[src/rtl/core/dep_pkg.sv]
`timescale 1ns / 1ps

package dep_pkg;

    // Build-time defaults and fixed field widths.
    localparam int DEFAULT_CHANNELS = 8;
    localparam int PIN_WIDTH        = 8;
    localparam int CNT_WIDTH        = 8;
    localparam int PULSE_WIDTH      = 9;
    localparam int ADDR_WIDTH       = 4;
    localparam int DATA_WIDTH       = 32;

    localparam logic [PULSE_WIDTH-1:0] PULSE_SAT = 9'd511;

    // Register reset values.
    localparam logic [7:0] RST_DEBOUNCE_COUNT  = 8'd3;
    localparam logic [2:0] RST_COIL_CHANNEL    = 3'd0;
    localparam logic [2:0] RST_BARRIER_CHANNEL = 3'd0;
    localparam logic [7:0] RST_PULSE_TICKS     = 8'd30;

    // Register indexes (word address).
    typedef enum logic [1:0] {
        REG_DEBOUNCE_COUNT  = 2'd0,
        REG_COIL_CHANNEL    = 2'd1,
        REG_BARRIER_CHANNEL = 2'd2,
        REG_PULSE_TICKS     = 2'd3
    } t_reg_index;

    typedef struct packed {
        logic [7:0] debounce_count;
        logic [2:0] coil_channel;
        logic [2:0] barrier_channel;
        logic [7:0] pulse_ticks;
    } t_cfg;

    typedef struct packed {
        logic [7:0] raw_inputs;
        logic       space_available;
    } t_in_item;

    typedef struct packed {
        logic [7:0] filtered_levels;
        logic [7:0] output_byte;
        logic       output_write;
        logic       coil_entered;
        logic       coil_left;
    } t_out_item;

    // Debounced levels before and after the current tick, padded to the pin width.
    typedef struct packed {
        logic [PIN_WIDTH-1:0] old_levels;
        logic [PIN_WIDTH-1:0] new_levels;
    } t_levels;

    typedef struct packed {
        logic [7:0] output_byte;
        logic       output_write;
        logic       coil_entered;
        logic       coil_left;
    } t_pulse_res;

endpackage

[src/rtl/core/dep_cfg_regs.sv]
`timescale 1ns / 1ps

module dep_cfg_regs (
    input  logic                              i_clk,
    input  logic                              i_rst_n,
    input  logic                              psel,
    input  logic                              penable,
    input  logic                              pwrite,
    input  logic [dep_pkg::ADDR_WIDTH-1:0]    paddr,
    input  logic [dep_pkg::DATA_WIDTH-1:0]    pwdata,
    output logic [dep_pkg::DATA_WIDTH-1:0]    prdata,
    output logic                              pready,
    output dep_pkg::t_cfg                     o_cfg
);
    import dep_pkg::*;

    t_cfg       r_cfg;
    t_reg_index w_index;
    logic       w_write;

    assign w_index = t_reg_index'(paddr[3:2]);
    assign w_write = psel && penable && pwrite;
    assign pready  = 1'b1;
    assign o_cfg   = r_cfg;

    // Register writes in the access phase.
    always_ff @(posedge i_clk) begin
        if (!i_rst_n) begin
            r_cfg.debounce_count  <= RST_DEBOUNCE_COUNT;
            r_cfg.coil_channel    <= RST_COIL_CHANNEL;
            r_cfg.barrier_channel <= RST_BARRIER_CHANNEL;
            r_cfg.pulse_ticks     <= RST_PULSE_TICKS;
        end else if (w_write) begin
            unique case (w_index)
                REG_DEBOUNCE_COUNT:  r_cfg.debounce_count  <= pwdata[7:0];
                REG_COIL_CHANNEL:    r_cfg.coil_channel    <= pwdata[2:0];
                REG_BARRIER_CHANNEL: r_cfg.barrier_channel <= pwdata[2:0];
                REG_PULSE_TICKS:     r_cfg.pulse_ticks     <= pwdata[7:0];
                default: ;
            endcase
        end
    end

    // Read mux.
    always_comb begin
        unique case (w_index)
            REG_DEBOUNCE_COUNT:  prdata = {24'd0, r_cfg.debounce_count};
            REG_COIL_CHANNEL:    prdata = {29'd0, r_cfg.coil_channel};
            REG_BARRIER_CHANNEL: prdata = {29'd0, r_cfg.barrier_channel};
            REG_PULSE_TICKS:     prdata = {24'd0, r_cfg.pulse_ticks};
            default:             prdata = '0;
        endcase
    end

endmodule

[src/rtl/core/dep_debounce.sv]
`timescale 1ns / 1ps

module dep_debounce #(
    parameter int CHANNELS = dep_pkg::DEFAULT_CHANNELS
) (
    input  logic                           i_clk,
    input  logic                           i_rst_n,
    input  logic                           i_advance,
    input  logic [dep_pkg::PIN_WIDTH-1:0]  i_active,
    input  logic [dep_pkg::CNT_WIDTH-1:0]  i_debounce_count,
    output dep_pkg::t_levels               o_levels
);
    import dep_pkg::*;

    logic [CHANNELS-1:0] w_acc_old;
    logic [CHANNELS-1:0] w_acc_new;

    // One counter debounce lane per channel.
    for (genvar i = 0; i < CHANNELS; i++) begin : g_lane
        logic                 r_acc;
        logic [CNT_WIDTH-1:0] r_cnt;
        logic                 w_sample;
        logic [CNT_WIDTH-1:0] w_inc;
        logic                 n_acc;
        logic [CNT_WIDTH-1:0] n_cnt;

        if (i < PIN_WIDTH) begin : g_pin
            assign w_sample = i_active[i];
        end else begin : g_nopin
            assign w_sample = 1'b0;
        end

        assign w_inc = r_cnt + CNT_WIDTH'(1);

        // A differing sample counts up; reaching the threshold accepts it.
        always_comb begin
            n_acc = r_acc;
            n_cnt = '0;
            if (w_sample != r_acc) begin
                if (w_inc >= i_debounce_count) begin
                    n_acc = w_sample;
                end else begin
                    n_cnt = w_inc;
                end
            end
        end

        always_ff @(posedge i_clk) begin
            if (!i_rst_n) begin
                r_acc <= 1'b0;
                r_cnt <= '0;
            end else if (i_advance) begin
                r_acc <= n_acc;
                r_cnt <= n_cnt;
            end
        end

        assign w_acc_old[i] = r_acc;
        assign w_acc_new[i] = n_acc;
    end

    // Pad to the pin width; missing channels read as inactive.
    for (genvar k = 0; k < PIN_WIDTH; k++) begin : g_pad
        if (k < CHANNELS) begin : g_have
            assign o_levels.old_levels[k] = w_acc_old[k];
            assign o_levels.new_levels[k] = w_acc_new[k];
        end else begin : g_none
            assign o_levels.old_levels[k] = 1'b0;
            assign o_levels.new_levels[k] = 1'b0;
        end
    end

endmodule

[src/rtl/core/dep_pulse.sv]
`timescale 1ns / 1ps

module dep_pulse (
    input  logic               i_clk,
    input  logic               i_rst_n,
    input  logic               i_advance,
    input  logic               i_space,
    input  dep_pkg::t_levels   i_levels,
    input  dep_pkg::t_cfg      i_cfg,
    output dep_pkg::t_pulse_res o_result
);
    import dep_pkg::*;

    logic [PULSE_WIDTH-1:0] r_counter;
    logic [7:0]             r_out_reg;
    logic [7:0]             r_last;
    logic [PULSE_WIDTH-1:0] n_counter;
    logic [7:0]             n_out_reg;
    logic [PULSE_WIDTH-1:0] w_inc;
    logic [PULSE_WIDTH-1:0] w_release;
    logic [7:0]             w_mask;
    logic                   w_prev;
    logic                   w_cur;

    // Coil edge detection on the debounced levels.
    assign w_prev    = i_levels.old_levels[i_cfg.coil_channel];
    assign w_cur     = i_levels.new_levels[i_cfg.coil_channel];
    assign w_mask    = 8'd1 << i_cfg.barrier_channel;
    assign w_inc     = (r_counter == PULSE_SAT) ? r_counter : r_counter + PULSE_WIDTH'(1);
    assign w_release = {1'b0, i_cfg.pulse_ticks} + PULSE_WIDTH'(1);

    // Barrier pulse: set on entry, released after the hold count or on exit.
    always_comb begin
        n_counter = r_counter;
        n_out_reg = r_out_reg;
        priority if (!w_prev && w_cur && i_space) begin
            n_counter = '0;
            n_out_reg = r_out_reg | w_mask;
        end else if (w_prev && w_cur && i_space) begin
            n_counter = w_inc;
            if (w_inc == w_release) begin
                n_out_reg = r_out_reg & ~w_mask;
            end
        end else if (w_prev && !w_cur && i_space) begin
            n_counter = '0;
            n_out_reg = r_out_reg & ~w_mask;
        end else begin
            n_counter = r_counter;
        end
    end

    assign o_result.output_byte  = n_out_reg;
    assign o_result.output_write = n_out_reg != r_last;
    assign o_result.coil_entered = !w_prev && w_cur;
    assign o_result.coil_left    = w_prev && !w_cur;

    always_ff @(posedge i_clk) begin
        if (!i_rst_n) begin
            r_counter <= '0;
            r_out_reg <= '0;
            r_last    <= '0;
        end else if (i_advance) begin
            r_counter <= n_counter;
            r_out_reg <= n_out_reg;
            r_last    <= n_out_reg;
        end
    end

`ifndef NO_ASSERTIONS
    // An edge is either rising or falling, never both.
    a_edge_excl: assert property (@(posedge i_clk) disable iff (!i_rst_n)
        i_advance |-> !(o_result.coil_entered && o_result.coil_left))
        else $error("coil edge reported as rising and falling");

    // Without space the output register must not move.
    a_no_space_hold: assert property (@(posedge i_clk) disable iff (!i_rst_n)
        (i_advance && !i_space) |=> (r_out_reg == $past(r_out_reg)))
        else $error("output register changed without space");

    // A saturated counter either stays or restarts from zero.
    a_saturate: assert property (@(posedge i_clk) disable iff (!i_rst_n)
        (i_advance && r_counter == PULSE_SAT) |=>
        (r_counter == PULSE_SAT || r_counter == '0))
        else $error("pulse counter left saturation");

    // Pulse state holds while no beat advances.
    a_idle_hold: assert property (@(posedge i_clk) disable iff (!i_rst_n)
        !i_advance |=> ($stable(r_counter) && $stable(r_out_reg) && $stable(r_last)))
        else $error("pulse state changed without a beat");
`endif

endmodule

[src/rtl/core/debounce_edge_pulse_output.sv]
`timescale 1ns / 1ps
// An accepted beat goes through the input register, then the result register.
// Throughput: one beat per cycle; the input register takes a new beat whenever
// the result register is empty or being drained in the same cycle.
// Reset (synchronous, active low) clears all debounce, pulse and valid state
// and loads the register defaults: debounce 3, channels 0, pulse ticks 30.

module debounce_edge_pulse_output #(
    parameter int CHANNELS = dep_pkg::DEFAULT_CHANNELS
) (
    input  logic                            i_clk,
    input  logic                            i_rst_n,
    input  logic                            i_in_valid,
    output logic                            o_in_ready,
    input  dep_pkg::t_in_item               i_in_data,
    output logic                            o_out_valid,
    input  logic                            i_out_ready,
    output dep_pkg::t_out_item              o_out_data,
    input  logic                            psel,
    input  logic                            penable,
    input  logic                            pwrite,
    input  logic [dep_pkg::ADDR_WIDTH-1:0]  paddr,
    input  logic [dep_pkg::DATA_WIDTH-1:0]  pwdata,
    output logic [dep_pkg::DATA_WIDTH-1:0]  prdata,
    output logic                            pready
);
    import dep_pkg::*;

    logic       r_in_valid;
    t_in_item   r_in_data;
    logic       r_out_valid;
    t_out_item  r_out_data;
    logic       w_advance;
    t_cfg       w_cfg;
    t_levels    w_levels;
    t_pulse_res w_pulse;

    // Handshake: the stored beat moves on when the result register is free.
    assign w_advance   = r_in_valid && (!r_out_valid || i_out_ready);
    assign o_in_ready  = !r_in_valid || w_advance;
    assign o_out_valid = r_out_valid;
    assign o_out_data  = r_out_data;

    // Input register.
    always_ff @(posedge i_clk) begin
        if (!i_rst_n) begin
            r_in_valid <= 1'b0;
        end else if (o_in_ready) begin
            r_in_valid <= i_in_valid;
        end
    end

    always_ff @(posedge i_clk) begin
        if (i_in_valid && o_in_ready) begin
            r_in_data <= i_in_data;
        end
    end

    dep_cfg_regs u_cfg (
        .i_clk   (i_clk),
        .i_rst_n (i_rst_n),
        .psel    (psel),
        .penable (penable),
        .pwrite  (pwrite),
        .paddr   (paddr),
        .pwdata  (pwdata),
        .prdata  (prdata),
        .pready  (pready),
        .o_cfg   (w_cfg)
    );

    dep_debounce #(
        .CHANNELS (CHANNELS)
    ) u_debounce (
        .i_clk            (i_clk),
        .i_rst_n          (i_rst_n),
        .i_advance        (w_advance),
        .i_active         (~r_in_data.raw_inputs),
        .i_debounce_count (w_cfg.debounce_count),
        .o_levels         (w_levels)
    );

    dep_pulse u_pulse (
        .i_clk    (i_clk),
        .i_rst_n  (i_rst_n),
        .i_advance(w_advance),
        .i_space  (r_in_data.space_available),
        .i_levels (w_levels),
        .i_cfg    (w_cfg),
        .o_result (w_pulse)
    );

    // Result register.
    always_ff @(posedge i_clk) begin
        if (!i_rst_n) begin
            r_out_valid <= 1'b0;
        end else if (w_advance) begin
            r_out_valid <= 1'b1;
        end else if (i_out_ready) begin
            r_out_valid <= 1'b0;
        end
    end

    always_ff @(posedge i_clk) begin
        if (w_advance) begin
            r_out_data.filtered_levels <= w_levels.new_levels;
            r_out_data.output_byte     <= w_pulse.output_byte;
            r_out_data.output_write    <= w_pulse.output_write;
            r_out_data.coil_entered    <= w_pulse.coil_entered;
            r_out_data.coil_left       <= w_pulse.coil_left;
        end
    end

endmodule

[config.mk]
export PLATFORM = sky130hd
export DESIGN_NAME = debounce_edge_pulse_output
export DESIGN_NICKNAME = d
export VERILOG_FILES = /design/src/rtl/core/dep_pkg.sv /design/src/rtl/core/dep_cfg_regs.sv /design/src/rtl/core/dep_debounce.sv /design/src/rtl/core/dep_pulse.sv /design/src/rtl/core/debounce_edge_pulse_output.sv
export SDC_FILE = /design/constraint.sdc
export NUM_CORES = 1
export LEC_CHECK = 0
export ABC_AREA = 1
export BUFFER_PORTS_ARGS = -buffer_cell sky130_fd_sc_hd__buf_2
export CORE_ASPECT_RATIO = 1.1
export CORE_MARGIN = 2
export CORE_UTILIZATION = 35
export DETAILED_ROUTE_END_ITERATION = 7
export HOLD_SLACK_MARGIN = 0.12
export PLACE_DENSITY_LB_ADDON = 0.2
export SLEW_MARGIN = 20
export SYNTH_ARGS = -nofsm -noshare
export SYNTH_HDL_FRONTEND = slang
export SYNTH_HIERARCHICAL = 1
export SYNTH_SLANG_ARGS = --single-unit
[constraint.sdc]
create_clock -name i_clk -period 3 [get_ports i_clk]
set_input_delay 0 -clock i_clk [delete_from_list [all_inputs] [get_ports i_clk]]
set_output_delay 0 -clock i_clk [all_outputs]
set_load 0.1 [all_outputs]
Yosys cells after proc, flatten, opt, wreduce, memory -nomap -nowiden
Cells that the tools add are included.
Widths: inputs -> output; s select.
Storage, ports and cells
  output and inout port bits: 54
  logic and storage cells: 140
  input port bits: 52
  register bits: 141
Cells by class
  bitwise gates (word level): 4
  $lt $le $gt $ge: 9
  shift operators: 1
  multiplexer cells: 47
  $add $sub $neg: 10
  reductions and logical operators: 24
  equality and inequality tests: 14
Operators by type and width (number)
  $mux 8: 20
  $pmux 32 s4: 1
  $add 8x1->8 const B: 8
  $ge 8x8->1: 8
  $mux 9: 4
  $mux 1: 20
  $not 8->8: 2
  $logic_and 1x1->1: 10
  $reduce_and 2->1: 5
  $add 8x1->9 const B: 1
  $add 9x1->9 const B: 1
  $eq 9x9->1: 1
  $eq 9x9->1 const B: 1
  $and 8x8->8: 1
  $ne 1x1->1: 8
  $ne 8x8->1: 1
  $or 8x8->8: 1
  $shl 1x3->8 const A: 1
  $bmux 1 s3: 2
  $eq 2x2->1 const B: 2
  $logic_not 1->1: 4
  $lt 3x4->1 const B: 1
  $reduce_bool 3->1: 1
  $eq 2x1->1 const B: 1
  3 further kinds: 4

Longest topological paths before layout
  word-level depth: 13
  depth in mapped cells: 32
  mapped depth without buffers: 30

Cells and area by module
Netlist, hierarchy kept.
Modules (own cells, without submodules)
  dep_debounce: area an instance 5839.4 µm², cells each 871, instances 1
  dep_pulse: area an instance 1951.9 µm², cells each 350, instances 1
  dep_cfg_regs: area an instance 1255.0 µm², cells each 184, instances 1
  debounce_edge_pulse_output: area an instance 965.9 µm², cells each 49, instances 1

Worst setup path after synthesis
No wires, ideal clock.
  path type: flip-flop to flip-flop
  start point: register u_debounce.g_lane[2].r_cnt[0]
  end point: register r_out_data (netlist bit o_out_data[3]) (data pin)
  arrival time: 2.926 ns
  required time: 2.735 ns
  setup slack: -0.191 ns
  cell stages (with the launch flop): 25
  period minus slack after synthesis: 3.191 ns
  cells stage by stage: dfxtp_1 ha_1 nand2_2 nor2_2 nand3_1 nand2_1 inv_2 ha_1 nand2_1 o21a_1 buf_2 nand2_1 nand2_1 nand2_1 buf_4 nor2_1 nor2_1 o21ai_0 nand3_1 nand2_1 nor2_1 nand2_1 buf_4 o31ai_1 inv_1
RTL lines
  start, declared: line dep_debounce.sv:21  | logic [CNT_WIDTH-1:0] r_cnt;
  start signal, assigned: line dep_debounce.sv:54  | r_cnt <= n_cnt;
  end, declared: line debounce_edge_pulse_output.sv:32  | t_out_item r_out_data;

==> results.sh <==
export IMPL_maxSlewHeadroom=0.392
export IMPL_fin_util=0.479
export IMPL_min_path_cells=2
export IMPL_worstPathRequired_ns=3.17
export IMPL_drive_gt1_frac=0.284
export IMPL_synth_commonest_cells="nand2_1 (374), inv_1 (174), nor2_1 (141)"
export IMPL_path_max_fanout=11
export IMPL_hp_start="i_in_data[2]"
export IMPL_synth_edf_count=28
export IMPL_p_clk_frac=0.393
export IMPL_drt_total_wl_um=27800
export IMPL_io_buffers=54
export IMPL_p_per_area_nw_per_um2=410
export IMPL_swShare=0.332
export IMPL_synth_top_area_share=0.226
export IMPL_combPwrFrac=0.231
export IMPL_min_path_type="in2reg"
export IMPL_vdd_drop_max_mv=0.317
export IMPL_synth_cells=1454
export IMPL_place_congestion=0.810
export IMPL_grt_use_total=0.188
export IMPL_hold_viol_final=0
export IMPL_netlist_area_um2=10000
export IMPL_synth_top_family_by_area="simple AND/OR/NAND/NOR gates"
export IMPL_clock_tree_buffer_depth=2
export IMPL_cts_reportedPaths_clkPinSlew_ns=0.07
export IMPL_violations="negative setup slack"
export IMPL_maxSlewViolCount=0
export IMPL_p_switching_mw=1.82
export IMPL_post_drt_wl_per_cell_um=13.5
export IMPL_vias_per_cell=4.84
export IMPL_max_cap_violations=0
export IMPL_grt_ovfl_total=0
export IMPL_first_global_vias=9452
export IMPL_vias=9976
export IMPL_period_needed_ns=3.29
export IMPL_yosysSeqAreaShare=0.310
export IMPL_hpwl_um=19200
export IMPL_grt_first_pass_wirelength_um=45500
export IMPL_finalWorstSetupSlack_ns=-0.286
export IMPL_grt_antenna_before_repair=0
export IMPL_p_seq_frac=0.376
export IMPL_synthArstFlopShare=0
export IMPL_io_pins=106
export IMPL_cts_tree="done"
export IMPL_firstDrtPassIters=5
export IMPL_status="finished, violations left"
export IMPL_syn_mean_instance_area_um2=6.89
export IMPL_instances_no_fill=2060
export IMPL_htree_levels=4
export IMPL_numClockSinks=141
export IMPL_r2r_cells=25
export IMPL_drc=0
export IMPL_holdWs_ns=0.280
export IMPL_initial_core_util=0.358
export IMPL_yosysMostFrequentCell="nand2_1"
export IMPL_fin_worst_skew_ns=0.0160
export IMPL_worst_pin_slew_ns=0.911
export IMPL_ant_nets=0
export IMPL_row_count=64
export IMPL_dp_cells=1965
export IMPL_grt_max_degree=44
export IMPL_timing_rr_start="u_debounce/g_lane[2].r_cnt[1]"
export IMPL_ys_seq_elements=141
export IMPL_drtIter0Drc=507
export IMPL_critPathArrivalTime_ns=3.46
export IMPL_yosysWarnings=6
export IMPL_yosysTopAreaCell="dfxtp_1"
export IMPL_synth_compound_area_frac=0.0917
export IMPL_internal_power_mw=3.67
export IMPL_max_freq_mhz=304
export IMPL_core_area_um2=27900
export IMPL_r2r_end="o_out_data[3]"
export IMPL_insertion_delay_ns=0.43
export IMPL_rsz0062_at_grt="true"
export IMPL_cts_buffers=17
export IMPL_synthMuxAreaShare=0
export IMPL_diodes=0
export IMPL_clockRootBuffer="clkbuf_16"
export IMPL_finalNetCount=1810
export IMPL_die_y_um=181
export IMPL_synthSimpleGateAreaFrac=0.351
export IMPL_synth_xor_area_frac=0.0315
export IMPL_end_kind="flop"
export IMPL_fillers=2764
export IMPL_crit_path_start_kind="flop"
export IMPL_synth_ff_type="dfxtp_1"
export IMPL_r2r_slack_ns=-0.29
export IMPL_setup_violations=20
export IMPL_yosys_top_cells_area="dfxtp_1 (23%), nand2_1 (14%), ha_1 (9.2%)"
export IMPL_syn_to_final_growth_pct=33.7
export IMPL_leakagePower_nw=6.17
export IMPL_period_share=1.10
export IMPL_yosysUniqueCellTypes=40
export IMPL_fp_dieW_um=165
export IMPL_min_to="r_in_data[2]"
export IMPL_yosys_area_share_adder=0.0925
export IMPL_die_area_um2=30000
export IMPL_crit_type="reg2reg"
==> how the worst max path moves through the flow <==
stage | startpoint | end | slack, ns | cells after the start
after global routing | u_debounce/g_lane[2].r_cnt[1] | o_out_data[2] | -0.49 | 27
after detailed placement | u_debounce/g_lane[1].r_cnt[2] | o_out_data[2] | -0.37 | 26
final | u_debounce/g_lane[2].r_cnt[1] | o_out_data[3] | -0.29 | 25
after global placement | u_debounce/g_lane[1].r_cnt[0] | o_out_data[2] | -0.33 | 24
after CTS | u_debounce/g_lane[2].r_cnt[0] | o_out_data[2] | -0.17 | 29
after floorplan | u_debounce/g_lane[2].r_cnt[0] | o_out_data[2] | 0.003 | 26
==> routing by layer <==
metal,vias up,wire length (um),GRT usage
met3,36,962,0.0224
met1,4580,12900,0.245
met2,209,13400,0.321
li1,5151,-,-
met5,-,0,0
met4,0,559,0.0626
==> flip-flops by register name, indices dropped and copies added (netlist names) <==
signal and flops:
u_debounce/g_lane.r_acc 8, r_in_data 9, u_pulse/r_counter 9, o_out_valid 1
u_debounce/g_lane.r_cnt 64, r_in_valid 1, u_cfg/o_cfg 22, u_pulse/r_last 8
o_out_data 19
==> stage by stage <==
| stage | instance area, um2 | setup TNS (ns) | worst slack (ns) | power [mW] |
|---|---|---|---|---|
| finish | 13400 | -3.21 | -0.286 | 5.49 |
| global placement | 11700 | -5.63 | -0.334 | 3.24 |
| detailed placement | 11700 | -7.16 | -0.367 | 3.25 |
| floorplan | 10200 | 0 | 0.00291 | 2.97 |
| CTS | 13000 | -1.44 | -0.175 | 5.51 |
| global route | 13400 | -8.29 | -0.486 | 5.75 |
==> final cells by class <==
type / count / area, um2 / share of cell area
Timing Repair Buffer: 262 / 2070 / 0.155
Tap cell: 363 / 454 / 0.0339
Clock inverter: 13 / 126 / 0.00944
Sequential cell: 141 / 3170 / 0.237
Multi-Input combinational cell: 1075 / 6360 / 0.476
Inverter: 187 / 722 / 0.0539
Clock buffer: 19 / 475 / 0.0355
==> power groups by stage <==
stage	sequential [mW]	combinational, mW	clock [mW]
after detailed placement	2.11	1.14	0
after CTS	2.06	1.23	2.22
final	2.06	1.27	2.15
after floorplan	2.24	0.725	0
after global routing	2.07	1.38	2.30
after global placement	2.11	1.13	0
==> critical path: stages, from the launching register on <==
cell and delay [ns]:
dfxtp_4 0.38, nand2_1 0.10, nor2_4 0.11, nand3_1 0.07, nand2_1 0.08, nand2_2 0.07
ha_4 0.23, nand2_2 0.07, inv_2 0.05, nor2_2 0.08, o21a_1 0.19, buf_6 0.13
nand3_4 0.08, nand2_4 0.08, nor2_2 0.03, nor2_1 0.09, o21ai_1 0.08, nand3_2 0.12
nand2_2 0.07, buf_4 0.14, nor2_4 0.08, nand2_2 0.09, buf_8 0.16, buf_4 0.14
o31ai_4 0.23, inv_1 0.06
==> cells in the final DEF, fill, tap and decap left out, types with 12 or more instances in the layout <==
master / synthesis / layout
nand3_1: 115 / 106
dfxtp_2: 0 / 16
nand2_1: 374 / 343
dfxtp_4: 0 / 12
a21oi_2: 3 / 12
o21ai_0: 26 / 22
dlygate4sd3_1: 0 / 35
edfxtp_1: 28 / 28
nand2_2: 10 / 35
buf_2: 7 / 54
conb_1: 2 / 25
nor2_2: 23 / 45
xor2_1: 19 / 15
a21oi_1: 99 / 88
nor2_1: 141 / 112
inv_2: 8 / 14
nand3_2: 12 / 20
buf_4: 52 / 156
inv_1: 174 / 167
ha_1: 74 / 59
xnor2_1: 17 / 17
nand4_1: 69 / 69
clkbuf_16: 0 / 19
dfxtp_1: 113 / 85
nor2_4: 8 / 15
==> cell families after synthesis <==
kind of cell | Yosys count
AND/OR/NAND/NOR | 776
buffers and inverters | 262
AO/OA/AOI/OAI | 163
flip-flops | 141
adder cells (fa/ha/maj) | 74
XOR/XNOR | 36
other | 2
==> repair_timing <==
action                                  4_1_cts  5_1_grt
endpoints found under the setup margin       26       27
pin swaps                                    32       47
resized for setup                            66       94
buffers inserted                             16       11
hold buffers                                 35        0
hold endpoints to repair                     44        0
gates cloned                                  1        0
Note: power is estimated with default switching activity, not from simulation.
